===== src/hdl/pattern_text_tokenizer_core_defines.svh =====
// ----------------------------------------------------------------------------
// Assertion macros for the pattern text tokenizer.
// Shared by every module that checks its own logic.
// ----------------------------------------------------------------------------
`ifndef PATTERN_TEXT_TOKENIZER_CORE_DEFINES_SVH
`define PATTERN_TEXT_TOKENIZER_CORE_DEFINES_SVH

// Same-cycle implication, disabled while reset is high.
`define PTT_ASSERT_NOW(label, clk, rst, ante, cons, msg) \
  label: assert property (@(posedge clk) disable iff (rst) (ante) |-> (cons)) \
    else $error(msg);

// Next-cycle implication, disabled while reset is high.
`define PTT_ASSERT_NEXT(label, clk, rst, ante, cons, msg) \
  label: assert property (@(posedge clk) disable iff (rst) (ante) |=> (cons)) \
    else $error(msg);

`endif


===== src/hdl/ptt_pkg.sv =====
// ----------------------------------------------------------------------------
// ptt_pkg
// Types, character codes and defaults for the pattern text tokenizer.
// ----------------------------------------------------------------------------
package ptt_pkg;

  // Default field widths.
  localparam int OFFSET_BITS_DEF = 24;
  localparam int LINE_BITS_DEF   = 16;
  localparam int LENGTH_BITS_DEF = 16;

  // Result queue depth; must be a power of two and at least 2.
  localparam int FIFO_DEPTH_DEF  = 4;

  // Token kinds.
  localparam logic [2:0] KIND_END    = 3'd0;
  localparam logic [2:0] KIND_IDENT  = 3'd1;
  localparam logic [2:0] KIND_ARROW  = 3'd2;
  localparam logic [2:0] KIND_STRING = 3'd3;
  localparam logic [2:0] KIND_SINGLE = 3'd4;
  localparam logic [2:0] KIND_ERROR  = 3'd5;

  // Character codes.
  localparam logic [7:0] CH_NUL     = 8'h00;
  localparam logic [7:0] CH_TAB     = 8'h09;
  localparam logic [7:0] CH_NL      = 8'h0A;
  localparam logic [7:0] CH_VT      = 8'h0B;
  localparam logic [7:0] CH_FF      = 8'h0C;
  localparam logic [7:0] CH_CR      = 8'h0D;
  localparam logic [7:0] CH_SPACE   = 8'h20;
  localparam logic [7:0] CH_QUOTE   = 8'h22;
  localparam logic [7:0] CH_DASH    = 8'h2D;
  localparam logic [7:0] CH_SLASH   = 8'h2F;
  localparam logic [7:0] CH_GT      = 8'h3E;
  localparam logic [7:0] CH_UNDER   = 8'h5F;

  // Lexer modes, one-hot.
  typedef enum logic [6:0] {
    MODE_IDLE    = 7'b0000001,
    MODE_IDENT   = 7'b0000010,
    MODE_DASH    = 7'b0000100,
    MODE_SLASH   = 7'b0001000,
    MODE_COMMENT = 7'b0010000,
    MODE_STRING  = 7'b0100000,
    MODE_HALT    = 7'b1000000
  } mode_t;

  // Letters, digits and underscore.
  function automatic logic word_char(input logic [7:0] c);
    word_char = (c >= 8'h30 && c <= 8'h39) || (c >= 8'h41 && c <= 8'h5A) ||
                (c >= 8'h61 && c <= 8'h7A) || (c == CH_UNDER);
  endfunction

  // Whitespace that is skipped between tokens.
  function automatic logic blank_char(input logic [7:0] c);
    blank_char = (c == CH_SPACE) || (c == CH_TAB) || (c == CH_NL) ||
                 (c == CH_VT) || (c == CH_FF) || (c == CH_CR);
  endfunction

endpackage


===== src/hdl/pattern_text_tokenizer_core.sv =====
// ----------------------------------------------------------------------------
// pattern_text_tokenizer_core
// Streaming lexer, one character per cycle when not stalled; each character gives 0 to 2 tokens.
// A token is written into the result queue when the character that completes it
// is accepted, and shows on the output once it is at the head of the queue. Input
// is held back (ch_stall) while the queue has room for fewer than two tokens, so a
// stalled output, or characters that yield two tokens each, can hold input back.
// Reset (rst, synchronous): idle mode, offset 0, line 1, result queue empty.
// ----------------------------------------------------------------------------
`include "pattern_text_tokenizer_core_defines.svh"

module pattern_text_tokenizer_core #(
  parameter int OFFSET_BITS = ptt_pkg::OFFSET_BITS_DEF,
  parameter int LINE_BITS   = ptt_pkg::LINE_BITS_DEF,
  parameter int LENGTH_BITS = ptt_pkg::LENGTH_BITS_DEF,
  parameter int FIFO_DEPTH  = ptt_pkg::FIFO_DEPTH_DEF
) (
  input  logic                   clk,
  input  logic                   rst,
  input  logic                   ch_valid,
  output logic                   ch_stall,
  input  logic [7:0]             ch,
  output logic                   tok_valid,
  input  logic                   tok_stall,
  output logic [2:0]             kind,
  output logic [7:0]             char_code,
  output logic [OFFSET_BITS-1:0] start_offset,
  output logic [LENGTH_BITS-1:0] token_length,
  output logic [LINE_BITS-1:0]   line_number,
  output logic                   last
);

  localparam int RW = 3 + 8 + OFFSET_BITS + LENGTH_BITS + LINE_BITS + 1;

  // Lexer state.
  ptt_pkg::mode_t         mode;
  ptt_pkg::mode_t         mode_next;
  logic [OFFSET_BITS-1:0] char_offset;
  logic [OFFSET_BITS-1:0] char_offset_next;
  logic [LINE_BITS-1:0]   current_line;
  logic [LINE_BITS-1:0]   current_line_next;
  logic [OFFSET_BITS-1:0] pend_start;
  logic [OFFSET_BITS-1:0] pend_start_next;
  logic [LINE_BITS-1:0]   pend_line;
  logic [LINE_BITS-1:0]   pend_line_next;
  logic [LENGTH_BITS-1:0] pend_len;
  logic [LENGTH_BITS-1:0] pend_len_next;

  // Token closed by the current mode, and token started fresh by this character.
  logic                   a_vld;
  logic [2:0]             a_kind;
  logic [7:0]             a_code;
  logic [OFFSET_BITS-1:0] a_start;
  logic [LENGTH_BITS-1:0] a_len;
  logic [LINE_BITS-1:0]   a_line;
  logic                   b_vld;
  logic [2:0]             b_kind;
  logic [7:0]             b_code;
  logic [OFFSET_BITS-1:0] b_start;
  logic [LENGTH_BITS-1:0] b_len;
  logic [LINE_BITS-1:0]   b_line;

  logic                   ch_acc;
  logic                   room2;
  logic [1:0]             push_cnt;
  logic [RW-1:0]          a_data;
  logic [RW-1:0]          b_data;
  logic [RW-1:0]          push_data0;
  logic [RW-1:0]          tok_data;
  logic [LENGTH_BITS-1:0] pend_len_inc;
  logic [OFFSET_BITS-1:0] char_offset_inc;
  logic [LINE_BITS-1:0]   current_line_inc;

  assign ch_stall = !room2;
  assign ch_acc   = ch_valid && !ch_stall;

  // Saturating increments.
  assign pend_len_inc     = (pend_len == '1) ? pend_len : pend_len + LENGTH_BITS'(1);
  assign char_offset_inc  = (char_offset == '1) ? char_offset
                                                : char_offset + OFFSET_BITS'(1);
  assign current_line_inc = (current_line == '1) ? current_line
                                                 : current_line + LINE_BITS'(1);

  // One character of lexing.
  always_comb begin
    logic fresh;
    logic stop;
    fresh             = 1'b0;
    stop              = 1'b0;
    mode_next         = mode;
    char_offset_next  = char_offset;
    current_line_next = current_line;
    pend_start_next   = pend_start;
    pend_line_next    = pend_line;
    pend_len_next     = pend_len;
    a_vld   = 1'b0;
    a_kind  = ptt_pkg::KIND_END;
    a_code  = 8'h00;
    a_start = pend_start;
    a_len   = pend_len;
    a_line  = pend_line;
    b_vld   = 1'b0;
    b_kind  = ptt_pkg::KIND_END;
    b_code  = 8'h00;
    b_start = char_offset;
    b_len   = '0;
    b_line  = current_line;

    // Close or extend the pending token.
    unique case (mode)
      ptt_pkg::MODE_HALT: begin
        stop = 1'b1;
      end
      ptt_pkg::MODE_IDENT: begin
        if (ptt_pkg::word_char(ch)) begin
          pend_len_next = pend_len_inc;
        end else begin
          a_vld     = 1'b1;
          a_kind    = ptt_pkg::KIND_IDENT;
          mode_next = ptt_pkg::MODE_IDLE;
          fresh     = 1'b1;
        end
      end
      ptt_pkg::MODE_DASH: begin
        a_vld     = 1'b1;
        mode_next = ptt_pkg::MODE_IDLE;
        if (ch == ptt_pkg::CH_GT) begin
          a_kind = ptt_pkg::KIND_ARROW;
          a_len  = LENGTH_BITS'(2);
        end else begin
          a_kind = ptt_pkg::KIND_SINGLE;
          a_code = ptt_pkg::CH_DASH;
          a_len  = LENGTH_BITS'(1);
          fresh  = 1'b1;
        end
      end
      ptt_pkg::MODE_SLASH: begin
        if (ch == ptt_pkg::CH_SLASH) begin
          mode_next = ptt_pkg::MODE_COMMENT;
        end else begin
          a_vld     = 1'b1;
          a_kind    = ptt_pkg::KIND_SINGLE;
          a_code    = ptt_pkg::CH_SLASH;
          a_len     = LENGTH_BITS'(1);
          mode_next = ptt_pkg::MODE_IDLE;
          fresh     = 1'b1;
        end
      end
      ptt_pkg::MODE_COMMENT: begin
        if (ch == ptt_pkg::CH_NL || ch == ptt_pkg::CH_NUL) begin
          mode_next = ptt_pkg::MODE_IDLE;
          fresh     = 1'b1;
        end
      end
      ptt_pkg::MODE_STRING: begin
        if (ch == ptt_pkg::CH_QUOTE) begin
          a_vld         = 1'b1;
          a_kind        = ptt_pkg::KIND_STRING;
          a_len         = pend_len_inc;
          pend_len_next = pend_len_inc;
          mode_next     = ptt_pkg::MODE_IDLE;
        end else if (ch == ptt_pkg::CH_NL || ch == ptt_pkg::CH_NUL) begin
          // A cut string is fatal: report it and stop until reset.
          a_vld     = 1'b1;
          a_kind    = ptt_pkg::KIND_ERROR;
          mode_next = ptt_pkg::MODE_HALT;
          stop      = 1'b1;
        end else begin
          pend_len_next = pend_len_inc;
        end
      end
      default: begin
        mode_next = ptt_pkg::MODE_IDLE;
        fresh     = 1'b1;
      end
    endcase

    // Look at this character as the start of something new.
    if (fresh) begin
      priority if (ch == ptt_pkg::CH_NUL) begin
        b_vld             = 1'b1;
        b_kind            = ptt_pkg::KIND_END;
        char_offset_next  = '0;
        current_line_next = LINE_BITS'(1);
        stop              = 1'b1;
      end else if (ptt_pkg::blank_char(ch)) begin
        if (ch == ptt_pkg::CH_NL) begin
          current_line_next = current_line_inc;
        end
      end else if (ptt_pkg::word_char(ch) || ch == ptt_pkg::CH_DASH ||
                   ch == ptt_pkg::CH_SLASH || ch == ptt_pkg::CH_QUOTE) begin
        pend_start_next = char_offset;
        pend_line_next  = current_line;
        pend_len_next   = LENGTH_BITS'(1);
        priority if (ptt_pkg::word_char(ch)) begin
          mode_next = ptt_pkg::MODE_IDENT;
        end else if (ch == ptt_pkg::CH_DASH) begin
          mode_next = ptt_pkg::MODE_DASH;
        end else if (ch == ptt_pkg::CH_SLASH) begin
          mode_next = ptt_pkg::MODE_SLASH;
        end else begin
          mode_next = ptt_pkg::MODE_STRING;
        end
      end else begin
        b_vld  = 1'b1;
        b_kind = ptt_pkg::KIND_SINGLE;
        b_code = ch;
        b_len  = LENGTH_BITS'(1);
      end
    end

    if (!stop) begin
      char_offset_next = char_offset_inc;
    end
  end

  // State registers advance only on an accepted character.
  always_ff @(posedge clk) begin
    if (rst) begin
      mode         <= ptt_pkg::MODE_IDLE;
      char_offset  <= '0;
      current_line <= LINE_BITS'(1);
      pend_start   <= '0;
      pend_line    <= LINE_BITS'(1);
      pend_len     <= '0;
    end else if (ch_acc) begin
      mode         <= mode_next;
      char_offset  <= char_offset_next;
      current_line <= current_line_next;
      pend_start   <= pend_start_next;
      pend_line    <= pend_line_next;
      pend_len     <= pend_len_next;
    end
  end

  // Pack the tokens; the last one of this character carries the last flag.
  assign a_data     = {a_kind, a_code, a_start, a_len, a_line, !b_vld};
  assign b_data     = {b_kind, b_code, b_start, b_len, b_line, 1'b1};
  assign push_data0 = a_vld ? a_data : b_data;
  assign push_cnt   = !ch_acc        ? 2'd0 :
                      (a_vld && b_vld) ? 2'd2 :
                      (a_vld || b_vld) ? 2'd1 : 2'd0;

  ptt_result_fifo #(
    .WIDTH (RW),
    .DEPTH (FIFO_DEPTH)
  ) u_fifo (
    .clk        (clk),
    .rst        (rst),
    .push_cnt   (push_cnt),
    .push_data0 (push_data0),
    .push_data1 (b_data),
    .room2      (room2),
    .tok_valid  (tok_valid),
    .tok_stall  (tok_stall),
    .tok_data   (tok_data)
  );

  assign {kind, char_code, start_offset, token_length, line_number, last} = tok_data;

  `PTT_ASSERT_NOW(a_halt_silent, clk, rst, mode == ptt_pkg::MODE_HALT, push_cnt == 2'd0, "token emitted while halted")
  `PTT_ASSERT_NEXT(a_error_halts, clk, rst, ch_acc && a_vld && (a_kind == ptt_pkg::KIND_ERROR), mode == ptt_pkg::MODE_HALT, "error did not halt the lexer")
  `PTT_ASSERT_NEXT(a_end_restarts, clk, rst, ch_acc && b_vld && (b_kind == ptt_pkg::KIND_END), (char_offset == '0) && (current_line == LINE_BITS'(1)), "end of text did not restart position")

endmodule


===== src/hdl/ptt_result_fifo.sv =====
// ----------------------------------------------------------------------------
// ptt_result_fifo
// Small result queue that takes up to two words per cycle and gives one when not stalled.
// ----------------------------------------------------------------------------
`include "pattern_text_tokenizer_core_defines.svh"

module ptt_result_fifo #(
  parameter int WIDTH = 8,
  parameter int DEPTH = ptt_pkg::FIFO_DEPTH_DEF
) (
  input  logic             clk,
  input  logic             rst,
  input  logic [1:0]       push_cnt,
  input  logic [WIDTH-1:0] push_data0,
  input  logic [WIDTH-1:0] push_data1,
  output logic             room2,
  output logic             tok_valid,
  input  logic             tok_stall,
  output logic [WIDTH-1:0] tok_data
);

  localparam int PW = $clog2(DEPTH);
  localparam int CW = $clog2(DEPTH + 1);

  logic [WIDTH-1:0] mem [DEPTH];
  logic [PW-1:0]    wr_ptr;
  logic [PW-1:0]    rd_ptr;
  logic [CW-1:0]    count;
  logic [CW-1:0]    count_next;
  logic [PW-1:0]    wr_ptr1;
  logic             pop;

  assign pop       = tok_valid && !tok_stall;
  assign tok_valid = (count != '0);
  assign tok_data  = mem[rd_ptr];
  assign room2     = (count <= CW'(DEPTH - 2));
  assign wr_ptr1   = wr_ptr + PW'(1);

  // Occupancy after this cycle's pushes and pop.
  always_comb begin
    count_next = count + CW'(push_cnt) - CW'(pop);
  end

  // Pointers and occupancy.
  always_ff @(posedge clk) begin
    if (rst) begin
      wr_ptr <= '0;
      rd_ptr <= '0;
      count  <= '0;
    end else begin
      wr_ptr <= wr_ptr + PW'(push_cnt);
      rd_ptr <= rd_ptr + PW'(pop);
      count  <= count_next;
    end
  end

  // Storage; the second word lands right after the first.
  always_ff @(posedge clk) begin
    if (push_cnt != 2'd0) begin
      mem[wr_ptr] <= push_data0;
    end
    if (push_cnt == 2'd2) begin
      mem[wr_ptr1] <= push_data1;
    end
  end

  `PTT_ASSERT_NOW(a_count_max, clk, rst, 1'b1, count <= CW'(DEPTH), "result queue overfilled")
  `PTT_ASSERT_NOW(a_push_room, clk, rst, push_cnt != 2'd0, room2, "push without room")
  `PTT_ASSERT_NEXT(a_pop_only, clk, rst, pop && (push_cnt == 2'd0), count == $past(count) - CW'(1), "pop did not drain one word")

endmodule


===== config.mk =====
export PLATFORM = sky130hd
export DESIGN_NAME = pattern_text_tokenizer_core
export DESIGN_NICKNAME = d
export VERILOG_FILES = /design/src/hdl/ptt_pkg.sv /design/src/hdl/pattern_text_tokenizer_core.sv /design/src/hdl/ptt_result_fifo.sv
export VERILOG_INCLUDE_DIRS = /design/src /design/src/hdl
export SDC_FILE = /design/constraint.sdc
export NUM_CORES = 1
export LEC_CHECK = 0
export BUFFER_PORTS_ARGS = -buffer_cell sky130_fd_sc_hd__buf_2
export CORE_MARGIN = 10
export CORE_UTILIZATION = 38
export CTS_CLUSTER_DIAMETER = 60
export DETAILED_ROUTE_END_ITERATION = 8
export PLACE_DENSITY = 0.55
export SYNTH_ARGS = -nofsm -noshare
export SYNTH_HDL_FRONTEND = slang
export SYNTH_HIERARCHICAL = 1
export SYNTH_SLANG_ARGS = --single-unit

===== constraint.sdc =====
create_clock -name clk -period 24.3 [get_ports clk]
set_input_delay 4.86 -clock clk [delete_from_list [all_inputs] [get_ports clk]]
set_output_delay 4.86 -clock clk [all_outputs]
set_load 0.005 [all_outputs]

==> results.cfg <==
[run_status]
status = finished, final reports clean

[timing]
holdWs_ps = 453
tightest_slew_ps = 1100
period_share_pct = 39.6
fin_tns_setup_ps = 0
fmax_ghz = 0.104
period_needed_ps = 9610
fin_skew_ps = 17.5
slew_headroom_pct = 25.7
setup_viol = 0
setup_slack_ps = 14690
grt_setup_unrepaired = false
hold_viol = 0
slew_viol_final = 0

[synth]
synth_top_area_share_pct = 40.3
synthFlopType = edfxtp_1
synth_edf_count = 272
yosysTopAreaCell = edfxtp_1
synth_warnings = 6
synth.area.top_cells = edfxtp_1 (40%), mux2_2 (17%), dfxtp_1 (11%), mux4_2 (7.6%), mux2i_1 (2.9%)
avgSynthCellArea_um2 = 13.0
yosysUniqueCellTypes = 83
syn_inst = 1554
ys_ff_latch = 382
async_flop_share_pct = 0
synthTopCellsByCount = mux2_2 (299), edfxtp_1 (272), nand2_1 (116), dfxtp_1 (110), mux4_2 (68)
synth_seq_area_share_pct = 51.2
synth.most_common_cell = mux2_2
syn_area_mm2 = 0.0203

[detailed_routing]
ant_nets = 0
drt_iter0_markers = 909
vias = 13500
viasPerCell = 5.65
dr.pass1.iters = 5
post_drt_wl_per_cell_um = 22.5
wl_um = 53700
drc = 0

[place]
dpl.hpwl_um = 32000
finalWeightedCongestion = 0.876
pre_cts_slack_ps = 14160
place_area_mm2 = 0.0215
numPortBuffers = 81

[floorplan]
io_pins = 82
row_count = 84
fp.dieW_um = 251
dieArea_mm2 = 0.0630
fp.dieH_um = 251
core_mm2 = 0.0527
start_util_pct = 38.5

[hold_path]
hp-class = register to register

[clock_tree]
cts_setup_buffers = 0
numCtsBuffers = 45
cts_sinks = 382
cts_tree = yes
clk_latency_ps = 570
clockBufferDepth = 3
cts-resized-gates = 0
cts-root-buf = clkbuf_16
htreeDepth = 2
ctsHoldBuffers = 0
clkTransAtPathRegs_ps = 50

[global_route]
grt_usage_pct = 16.7
grt-ovfl-total = 0
antenna_found_initial = 0
grt_max_degree = 98
grt_pass1_vias = 13700
grt_pass1_wl_um = 83900

[critical_path]
critPathMaxStageDelay_ps = 680
cp-start-kind = input pin
cp-end-kind = register
worst-setup-path-type = input pin to register
worstPathRequired_ps = 24490
path_cells = buf_2 -> or4b_1 -> nor2_1 -> o221ai_1 -> nand3b_2 -> and3_1 -> ha_1 -> and3_1 -> and2b_1 -> nand3_4 -> buf_4 -> o31ai_4 -> buf_4
critPathSlowestCell = nand3b_2
crit_arrival_ps = 9800
cp_max_fo = 40

[final_layout]
drive_gt1_share_pct = 34.2
nets = 1676
finalInstanceArea_mm2 = 0.0229
area_growth_syn_to_layout_pct = 13.2
n_antenna_cell = 0

[power_and_ir_drop]
irDropWorstVdd_mv = 0.0467
p_leak_nw = 7.90
p_per_area_mw_per_mm2 = 75.2

[flow_run]
drv_cap = 0
sequential cells by signal, indices dropped and copies added (netlist names):
register,flops
b_line,16
pend_len,16
u_fifo/mem,272
u_fifo/wr_ptr,2
a_start,24
u_fifo/count,3
b_start,24
mode,7
a_line,16
u_fifo/rd_ptr,2
worst max-delay path: cells and delay by family:
kind | cells | cell delay (ps)
buffers and inverters | 3 | 1320
adder cells (fa/ha/maj) | 1 | 260
AO/OA/AOI/OAI | 2 | 420
AND/OR/NAND/NOR | 7 | 2890
metrics by stage:
| step | util (%) | power (mW) | cells |
|---|---|---|---|
| final | 43.6 | 1.72 | 2381 |
| after CTS | 43.6 | 1.76 | 2381 |
| after floorplan | - | 0.969 | 1624 |
| after global routing | 43.6 | 1.80 | 2381 |
| after detailed placement | 40.8 | 1.09 | 2297 |
| after global placement | 40.8 | 1.09 | 2297 |
power breakdown:
part	switching [mW]	internal, mW	leakage, nW	total [mW]
combinational	0.159	0.132	3.79	0.291
sequential	0.0322	0.743	3.40	0.775
clock	0.269	0.389	0.706	0.658
total	0.460	1.26	7.90	1.72
area by class of cell:
cell class,count,area (um^2)
Inverter,15,56.3
Tap cell,688,861
Clock buffer,72,1340
Sequential cell,382,10400
Timing Repair Buffer,110,623
Clock inverter,12,96.3
Fill cell,4867,29700
Multi-Input combinational cell,1102,9580
kinds of logic (layout without fill, tap and decap cells):
kind of cell | Yosys count | count (layout) | share of synthesized area [%]
AND/OR/NAND/NOR | 344 | 344 | 9.09
AO/OA/AOI/OAI | 231 | 231 | 7.73
flip-flops | 382 | 382 | 51.2
adder cells (fa/ha/maj) | 8 | 8 | 0.531
multiplexers | 437 | 437 | 27.7
XOR/XNOR | 10 | 10 | 0.432
buffers and inverters | 140 | 209 | 3.32
other | 2 | 72 | 0.0370
placed cells by master (no fill, tap or decap), types with 14 or more instances in the layout:
cell and count:
a211o_1 18, a21oi_1 62, a31oi_1 17, and2_1 19, and3_1 21, buf_2 81
buf_4 29, clkbuf_1 18, clkbuf_16 47, conb_1 72, dfxtp_1 108, edfxtp_1 272
mux2_2 299, mux2i_1 58, mux4_2 68, nand2_1 116, nand3_1 39, nand4_1 22
nor2_1 27, nor3_1 15, o211ai_1 22, o21ai_0 27, or3_1 14
per-layer routing:
metal	GRT usage (%)	share of wire, %	vias up
met3	2.36	4.8	65
met4	4.27	1.7	0
met5	0	0	-
met1	21.8	44	6838
li1	-	-	6237
met2	28.7	50	311
worst paths after layout:
| check | start | end | slack, ps | cells after the start |
|---|---|---|---|---|
| setup / recovery | ch[4] | u_fifo/mem[0][34]$_DFFE_PP_ | 14690 | 13 |
| setup reg to reg | mode[1]$_SDFFE_PP0P_ | u_fifo/mem[0][34]$_DFFE_PP_ | 18680 | 12 |
| hold / removal | a_line[5]$_SDFFE_PP0P_ | a_line[5]$_SDFFE_PP0P_ | 450 | 2 |
| hold reg to reg | a_line[5]$_SDFFE_PP0P_ | a_line[5]$_SDFFE_PP0P_ | 450 | 2 |
(Power assumes the default switching activity.)
